==> src/sv/ffa_ram.sv <==
`default_nettype none

module ffa_ram #(
  parameter int WIDTH = 8,
  parameter int DEPTH = 4
) (
  input  wire logic                     clk,
  input  wire logic                     we,
  input  wire logic [$clog2(DEPTH)-1:0] waddr,
  input  wire logic [WIDTH-1:0]         wdata,
  input  wire logic [$clog2(DEPTH)-1:0] raddr,
  output logic      [WIDTH-1:0]         rdata
);

  logic [WIDTH-1:0] mem [DEPTH];

  always_ff @(posedge clk) begin
    if (we) begin
      mem[waddr] <= wdata;
    end
    rdata <= mem[raddr];
  end

endmodule

`default_nettype wire

==> config.mk <==
export PLATFORM = sky130hd
export DESIGN_NAME = ffa_ram
export DESIGN_NICKNAME = d
export VERILOG_FILES = /design/src/sv/ffa_ram.sv
export SDC_FILE = /design/constraint.sdc
export NUM_CORES = 1
export LEC_CHECK = 0
export ABC_AREA = 1
export BUFFER_PORTS_ARGS = -buffer_cell sky130_fd_sc_hd__buf_4
export CAP_MARGIN = 5
export CORE_MARGIN = 3
export CORE_UTILIZATION = 40
export CTS_CLUSTER_SIZE = 28
export DETAILED_ROUTE_END_ITERATION = 16
export GPL_ROUTABILITY_DRIVEN = 0
export SLEW_MARGIN = 0
export SYNTH_ARGS = -nofsm -noshare
export SYNTH_HDL_FRONTEND = slang
export SYNTH_SLANG_ARGS = --single-unit
==> constraint.sdc <==
create_clock -name clk -period 1.6 [get_ports clk]
set_input_delay 0.08 -clock clk [delete_from_list [all_inputs] [get_ports clk]]
set_output_delay 0.08 -clock clk [all_outputs]
set_load 0.005 [all_outputs]
# Word level (Yosys, flattened, before mapping)
# Memory sizes are Yosys's and may differ from the RTL's. A register that Yosys moved wholly into a read port is not among the register bits.
# Index checks and enable logic that the tools add are counted.
op_classes:
  n_mux: 2
ops:
  columns: ["cell", "count"]
  rows:
  - ["$mux W1", 2]
totals:
  output_inout_bits: 8
  mem_count: 1
  ff_bits: 0
  inputBits: 14
  elab_cells: 3
  ramBits: 32
memory_table:
  columns: ["name", "depth", "width", "rd", "rd_ports_with_merged_regs", "write_ports", "line_no", "rtl"]
  rows:
  - ["mem", 4, 8, 1, 1, 1, "15", "logic [WIDTH-1:0] mem [DEPTH];"]

# Longest topological paths before layout
# Gate-level depths: netlist of run 1.
depth:
  word_depth: 2
  ltp_mapped: 6
  mapped_depth_nobuf: 4

# Least setup slack after synthesis of run 1
# OpenSTA, ideal clock, no wires.
synth_path:
  path_type: "input-to-reg"
  start: "in waddr[0]"
  end: "mem mem[3][0] (enable)"
  cell_stages: 2
  n_path_buf: 0
  path_slack_ps: 457
  arrival_time_ps: 760
  setup_time_ps: 383
  t_required_ps: 1217
  cell_sequence: "inv_1 -> nor3_1"
synth_lines:
  columns: ["item", "line_no", "rtl"]
  rows:
  - ["start: declaration", "9", "input wire logic [$clog2(DEPTH)-1:0] waddr,"]
  - ["end: declaration", "15", null]
# Straight into the memory's write port.

# Final worst setup path of run 1
layout_path:
  start: "reg rdata[0], read port of mem"
  end: "out rdata[0]"
layout_lines:
  columns: ["item", "line_no", "rtl"]
  rows:
  - ["start: declaration", "12", "output logic [WIDTH-1:0] rdata"]
# No word-level cell between the ends.

==> summary.txt, run 1 <==
CTS tree -> built
Min cycle time layout -> 0.798 ns
CP Max Fanout -> 1
Max incr delay on CP -> 0.31 ns
Worst path arrival time -> 0.72 ns
WP data required -> 1.52 ns
DRT iter0 DRCs -> 47
CP Capture Type -> primary output
N_diodes -> 0
Top delay family on crit path -> flip-flops
#FFs+latches synth -> 40
Drt wl/cell -> 12.0 um
DIE AREA -> 0.00465 mm2
CTS Buffer Depth -> 2
Row cnt -> 21
Clock Sinks -> 40
Via-to-Cell Ratio -> 4.33
Via count -> 969
Residual DRC -> 0
Post-Layout Cell Count -> 224
Outcome -> finished clean
DRT antenna net count -> 0
Pwr Density -> 1240 mW/mm2
CTS buffer count -> 5
Fin crit share -> 49.9%
Total routed wirelength -> 2680 um
Leak -> 0.931 nW
Fin nets -> 191
Worst vdd ir -> 0.000742 V
Synth unique cells -> 10
Layout Skew -> 0.00510 ns
Num ports -> 22
Worst-skew pair later-pin latency -> 0.28 ns
Endpoints failing hold -> 0
Most common cell after layout, fill and taps aside -> nand2_1
Cells after DPL -> 208
Pre-CTS setup slack -> 0.649 ns
Die H -> 68.2 um
CTS hold repair buffers -> 3
Mapped Area -> 0.00155 mm2
Post-CTS setup buffer count -> 0
Avg Cell Area, Syn -> 11.0 um2
Crit path launch type -> flip-flop
Crit path kind -> reg2out
Core ar. -> 0.00352 mm2
Syn Nets -> 155
Drt first pass iters -> 4
Share of layout cells above drive strength 1 -> 19.1%
Endpoints failing setup -> 0
GR Overflow Total -> 0
Worst-Margin Slew -> 0.280 ns
Number of global-route vias before repair -> 972
Post-synthesis sequential area ratio -> 72.4%
Root Buffer -> clkbuf_8
Max cap viols -> 0
Initial antenna violation count -> 0
TNS Setup -> 0 ns
Max-slew violations -> 0
Reg clk slew, reported paths -> 0.08 ns
Hold Path Class -> in2reg
Max Fclk -> 1.25 GHz
Worst slew margin -> 81.3%
Starting Density -> 44.0%
Cells after Synth -> 141
Largest net degree at the start of global routing -> 18
H-tree Lvls -> 2
RSZ-0062 raised after global routing -> false
Final WS setup -> 0.802 ns
Yosys warns -> 0
Critical Path, Cell by Cell -> buf_4
PortBufs -> 21
Die W -> 68.2 um
Most frequent cells in the layout -> nand2_1 (40), inv_1 (36), edfxtp_1 (32), buf_4 (25), nand3_1 (16)
First-pass GRT wire length -> 4430 um
Area delta synth->final -> 29.0%
Slowest cell on crit path -> dfxtp_1
Buf/Inv on CP -> 1
Tot GR Track Use -> 13.7%
Post_cts resized -> 0
Post-DP HPWL -> 1920 um
==> cells by family (layout without fill, tap and decap cells) <==
kind of cell | Yosys count | in the layout | share of synthesized area, %
and+or+nand+nor | 60 | 60 | 16.2
buffers and inverters | 41 | 78 | 11.4
DFF | 40 | 40 | 72.4
==> cell usage after synthesis, drive strengths merged <==
library cell	instances	area share, %
nor3	4	1.3
inv	37	9.1
edfxtp	32	62
buf	4	2.3
nand3	16	5.2
dfxtp	8	10
nand2	40	9.7
==> worst reg2reg max path, delay by kind of cell (launching register included) <==
kind / cells / cell delay [ns]
flops: 1 / 0.36
buf+inv: 1 / 0.07
simple gates: 3 / 0.20
==> flip-flops by register name (all words and copies together), names as in the netlist <==
| name | cells |
|---|---|
| mem | 32 |
| rdata | 8 |
==> worst paths after layout <==
check                               start       end  slack [ns]  depth (start not counted)
worst min register to register  mem[0][5]  rdata[5]        0.54                          4
worst min-delay path             raddr[1]  rdata[4]        0.12                          3
worst max-delay path             rdata[0]  rdata[0]        0.80                          1
worst max register to register  mem[2][7]  rdata[7]        0.87                          4
==> power breakdown <==
group,internal [mW],total (mW),switching [mW]
registers,1.18,1.20,0.0145
logic,0.0869,0.179,0.0925
clock network,0.780,1.11,0.326
==> layout make-up <==
class	count	area, um2
Fill cell	318	1520
Sequential cell	40	1120
Timing Repair Buffer	33	268
Multi-Input combinational cell	60	250
Inverter	37	141
Clock inverter	3	90.1
Clock buffer	5	68.8
Tap cell	46	57.6
==> metal layers <==
metal	vias up	global-route usage, %	routed length, um
li1	505	-	-
met1	439	17.5	1260
met2	23	21.4	1280
met3	2	5.42	127
met4	0	4.47	13
met5	-	0	0
==> stage by stage <==
stage               hold WS [ns]  power (mW)  area, um2  util (%)
finish                     0.117        2.48       2000      56.7
global route               0.129        2.60       2000      56.7
CTS                     0.000149        2.50       1950      55.3
detailed placement         0.293        1.39       1760      49.9
global placement           0.291        1.38       1760      49.9
floorplan                  0.179        1.30       1550         -
Note: power is estimated with default switching activity, not from simulation.
==> run 2, diff against run 1 <==
--- a/config.mk
+++ b/config.mk
@@ -5,7 +5,7 @@
 export SDC_FILE = /design/constraint.sdc
 export NUM_CORES = 1
 export LEC_CHECK = 0
-export ABC_AREA = 1
+export ABC_AREA = 0
 export BUFFER_PORTS_ARGS = -buffer_cell sky130_fd_sc_hd__buf_4
 export CAP_MARGIN = 5
 export CORE_MARGIN = 3
==> constraint.sdc (replaced) <==
create_clock -name clk -period 0.8 [get_ports clk]
set_input_delay 0.04 -clock clk [delete_from_list [all_inputs] [get_ports clk]]
set_output_delay 0.04 -clock clk [all_outputs]
set_load 0.005 [all_outputs]
==> summary.txt, run 2 <==
Most common cell after layout, fill and taps aside -> edfxtp_1 (was nand2_1)
Largest net degree at the start of global routing -> 13 (was 18)
Worst vdd ir -> 0.00103 V (was 0.000742 V)
Max Fclk -> 1.04 GHz
Area occupied by registers -> 0.00113 mm2 (was 0.00112 mm2)
Top Registers -> mem x32, rdata x8 (unchanged)
Cells after DPL -> 122 (was 208)
Worst path arrival time -> 1.19 ns (was 0.72 ns)
Max cap viols -> 0 (unchanged)
CTS Buffer Depth -> 2 (unchanged)
#FFs+latches synth -> 40 (unchanged)
DRT antenna net count -> 0 (unchanged)
Root Buffer -> clkbuf_4 (was clkbuf_8)
Flop2flop setup slack -> -0.16 ns (was 0.87 ns)
WP data required -> 1.02 ns (was 1.52 ns)
Clock Sinks -> 40 (unchanged)
Multi-input logic area -> 223 um2 (was 250 um2)
Slowest cell on crit path -> mux4_2 (was dfxtp_1)
Via count -> 646 (was 969)
Min cycle time layout -> 0.965 ns
PortBufs -> 21 (unchanged)
CTS buffer count -> 5 (unchanged)
Failing checks -> setup timing
Cell area after placement -> 0.00163 mm2 (was 0.00176 mm2)
Top cell type's share of synthesized area -> 71.2% (was 62.1%)
RSZ-0062 raised after global routing -> true (was false)
CP Depth -> 1 (unchanged)
Reg clk slew, reported paths -> 0.11 ns (was 0.08 ns)
Fin crit share -> 121%
N_diodes -> 0 (unchanged)
DRT iter0 DRCs -> 24 (was 47)
Worst slew margin -> 88.0% (was 81.3%)
Final WS setup -> -0.165 ns (was 0.802 ns)
R2r endpoint -> rdata[4] (was rdata[7])
DIE AREA -> 0.00410 mm2 (was 0.00465 mm2)
Synth unique cells -> 8 (was 10)
Crit path launch type -> flip-flop (unchanged)
Worst-skew pair later-pin latency -> 0.33 ns (was 0.28 ns)
Post-Layout Cell Count -> 138 (was 224)
Filler cell count -> 245 (was 318)
Yosys top cell by area -> edfxtp_1 (unchanged)
Ys async rst share -> 0% (unchanged)
CTS tree -> built (unchanged)
Hold Path Class -> in2reg (unchanged)
Num ports -> 22 (unchanged)
Pre-CTS setup slack -> -0.166 ns (was 0.649 ns)
Top delay family on crit path -> multiplexers (was flip-flops)
Buf/Inv on CP -> 0 (was 1)
Worst-Margin Slew -> 0.179 ns (was 0.280 ns)
Number of global-route vias before repair -> 722 (was 972)
Critical Path, Cell by Cell -> mux4_2 (was buf_4)
Max incr delay on CP -> 0.47 ns (was 0.31 ns)
Syn Nets -> 68 (was 155)
Endpoints failing setup -> 16 (was 0)
H-tree Lvls -> 2 (unchanged)
Most flops, register -> mem (unchanged)
R2R Path Start -> mem[2][4] (was mem[2][7])
Drt wl/cell -> 15.6 um (was 12.0 um)
First-pass GRT wire length -> 3530 um (was 4430 um)
Initial antenna violation count -> 0 (unchanged)
Post-CTS setup buffer count -> 0 (unchanged)
Pwr Density -> 2060 mW/mm2 (was 1240 mW/mm2)
Post-synthesis sequential area ratio -> 83.1% (was 72.4%)
Outcome -> complete, but fails checks (was finished clean)
Top post-synthesis cells by area -> edfxtp_1 (71%), mux4_2 (13%), dfxtp_1 (12%), and3b_1 (1.3%), buf_6 (0.83%) (was edfxtp_1 (62%), dfxtp_1 (10%), nand2_1 (9.7%), inv_1 (8.7%), nand3_1 (5.2%))
Post-synth EDFFs -> 32 (unchanged)
Share of layout cells above drive strength 1 -> 47.9% (was 19.1%)
Worst r2r path cells -> 1 (was 4)
Yosys warns -> 0 (unchanged)
Final instance area -> 0.00178 mm2 (was 0.00200 mm2)
Top FF cell, synth -> edfxtp_1 (unchanged)
Tot GR Track Use -> 12.2% (was 13.7%)
Layout Skew -> 0.00608 ns (was 0.00510 ns)
Hold depth -> 2 (was 3)
CP Capture Type -> flip-flop (was primary output)
Endpoints failing hold -> 0 (unchanged)
Residual DRC -> 0 (unchanged)
Mapped Area -> 0.00135 mm2 (was 0.00155 mm2)
CP Max Fanout -> 1 (unchanged)
Fin nets -> 107 (was 191)
Area delta synth->final -> 32.1% (was 29.0%)
Starting Density -> 43.1% (was 44.0%)
Crit. Startpoint -> mem[2][4] (was rdata[0])
Post-layout util -> 57.0% (was 56.7%)
CP endpoint -> rdata[4] (was rdata[0])
Die W -> 64.1 um (was 68.2 um)
Leak -> 0.643 nW (was 0.931 nW)
Core ar. -> 0.00313 mm2 (was 0.00352 mm2)
Die H -> 64.1 um (was 68.2 um)
Cells after Synth -> 54 (was 141)
GR Overflow Total -> 0 (unchanged)
Total routed wirelength -> 2150 um (was 2680 um)
Via-to-Cell Ratio -> 4.68 (was 4.33)
Row cnt -> 20 (was 21)
Number of flip-flops in the largest register -> 32 (unchanged)
Crit path kind -> reg2reg (was reg2out)
Most frequent cells in the layout -> edfxtp_1 (32), buf_4 (19), mux4_2 (8), dlygate4sd3_1 (8), clkbuf_4 (5) (was nand2_1 (40), inv_1 (36), edfxtp_1 (32), buf_4 (25), nand3_1 (16))
Drt first pass iters -> 4 (unchanged)
Max-slew violations -> 0 (unchanged)
Post-synth top cells -> edfxtp_1 (32), dfxtp_1 (8), mux4_2 (8), and3b_1 (2) (was nand2_1 (40), inv_1 (36), edfxtp_1 (32), nand3_1 (16), dfxtp_1 (8))
Most common cell in the netlist -> edfxtp_1 (was nand2_1)
Avg Cell Area, Syn -> 25.0 um2 (was 11.0 um2)
[run 2: cell types whose count changed after synthesis, moves of 2 or more]
cell / before / now
nand2_1: 40 / 0
mux4_2: 0 / 8
nor3_1: 4 / 0
inv_1: 36 / 0
and3b_1: 0 / 2
nand3_1: 16 / 0
[run 2: stage by stage]
stage               setup TNS, ns  power, mW  hold WS [ns]
global placement            -2.14       2.73         0.241
CTS                         -1.58       3.72        0.0684
detailed placement          -2.46       2.75         0.244
finish                      -1.30       3.68        0.0775
global route                -1.90       3.85        0.0810
floorplan                  -0.871       2.55         0.139
[run 2: metal layers]
metal	vias up	wire (um)	global-route usage, %
met5	-	0	0
met4	0	19	6.47
met3	3	86	4.22
met2	19	1150	19.1
met1	325	895	14.9
li1	299	-	-
[run 2: final cells by class]
cell class              count  share of cell area, %
clock buffers               7                   2.53
multi-input cells          12                   12.5
clock inverters             1                  0.281
flip-flops and latches     40                   63.2
well taps                  44                   3.09
repair buffers             34                   18.4
[run 2: worst min-delay path by stage]
stage / start / end / slack [ns]
final: raddr[1] / rdata[1] / 0.08
after global routing: raddr[1] / rdata[6] / 0.08
after CTS: raddr[1] / rdata[1] / 0.07
after detailed placement: wdata[7] / mem[0][7] / 0.24
after global placement: wdata[4] / mem[3][4] / 0.24
after floorplan: wdata[0] / mem[0][0] / 0.14
[run 2: kinds of logic after synthesis]
group | after synthesis | share of synthesized area (%)
buffers and inverters | 2 | 1.21
DFF | 40 | 83.1
muxes | 8 | 13.4
and+or+nand+nor | 4 | 2.32
[run 2: timing repair]
item	CTS	global route
pin swaps	0	0
resized for setup	2	6
setup endpoints to repair	16	16
cloned	0	0
hold endpoints to repair	32	0
hold buffers	8	0
[run 2: power breakdown]
part	internal [mW]	switching (mW)	total, mW
sequential	2.37	0.0314	2.40
combinational	0.217	0.116	0.333
clock	0.343	0.598	0.941
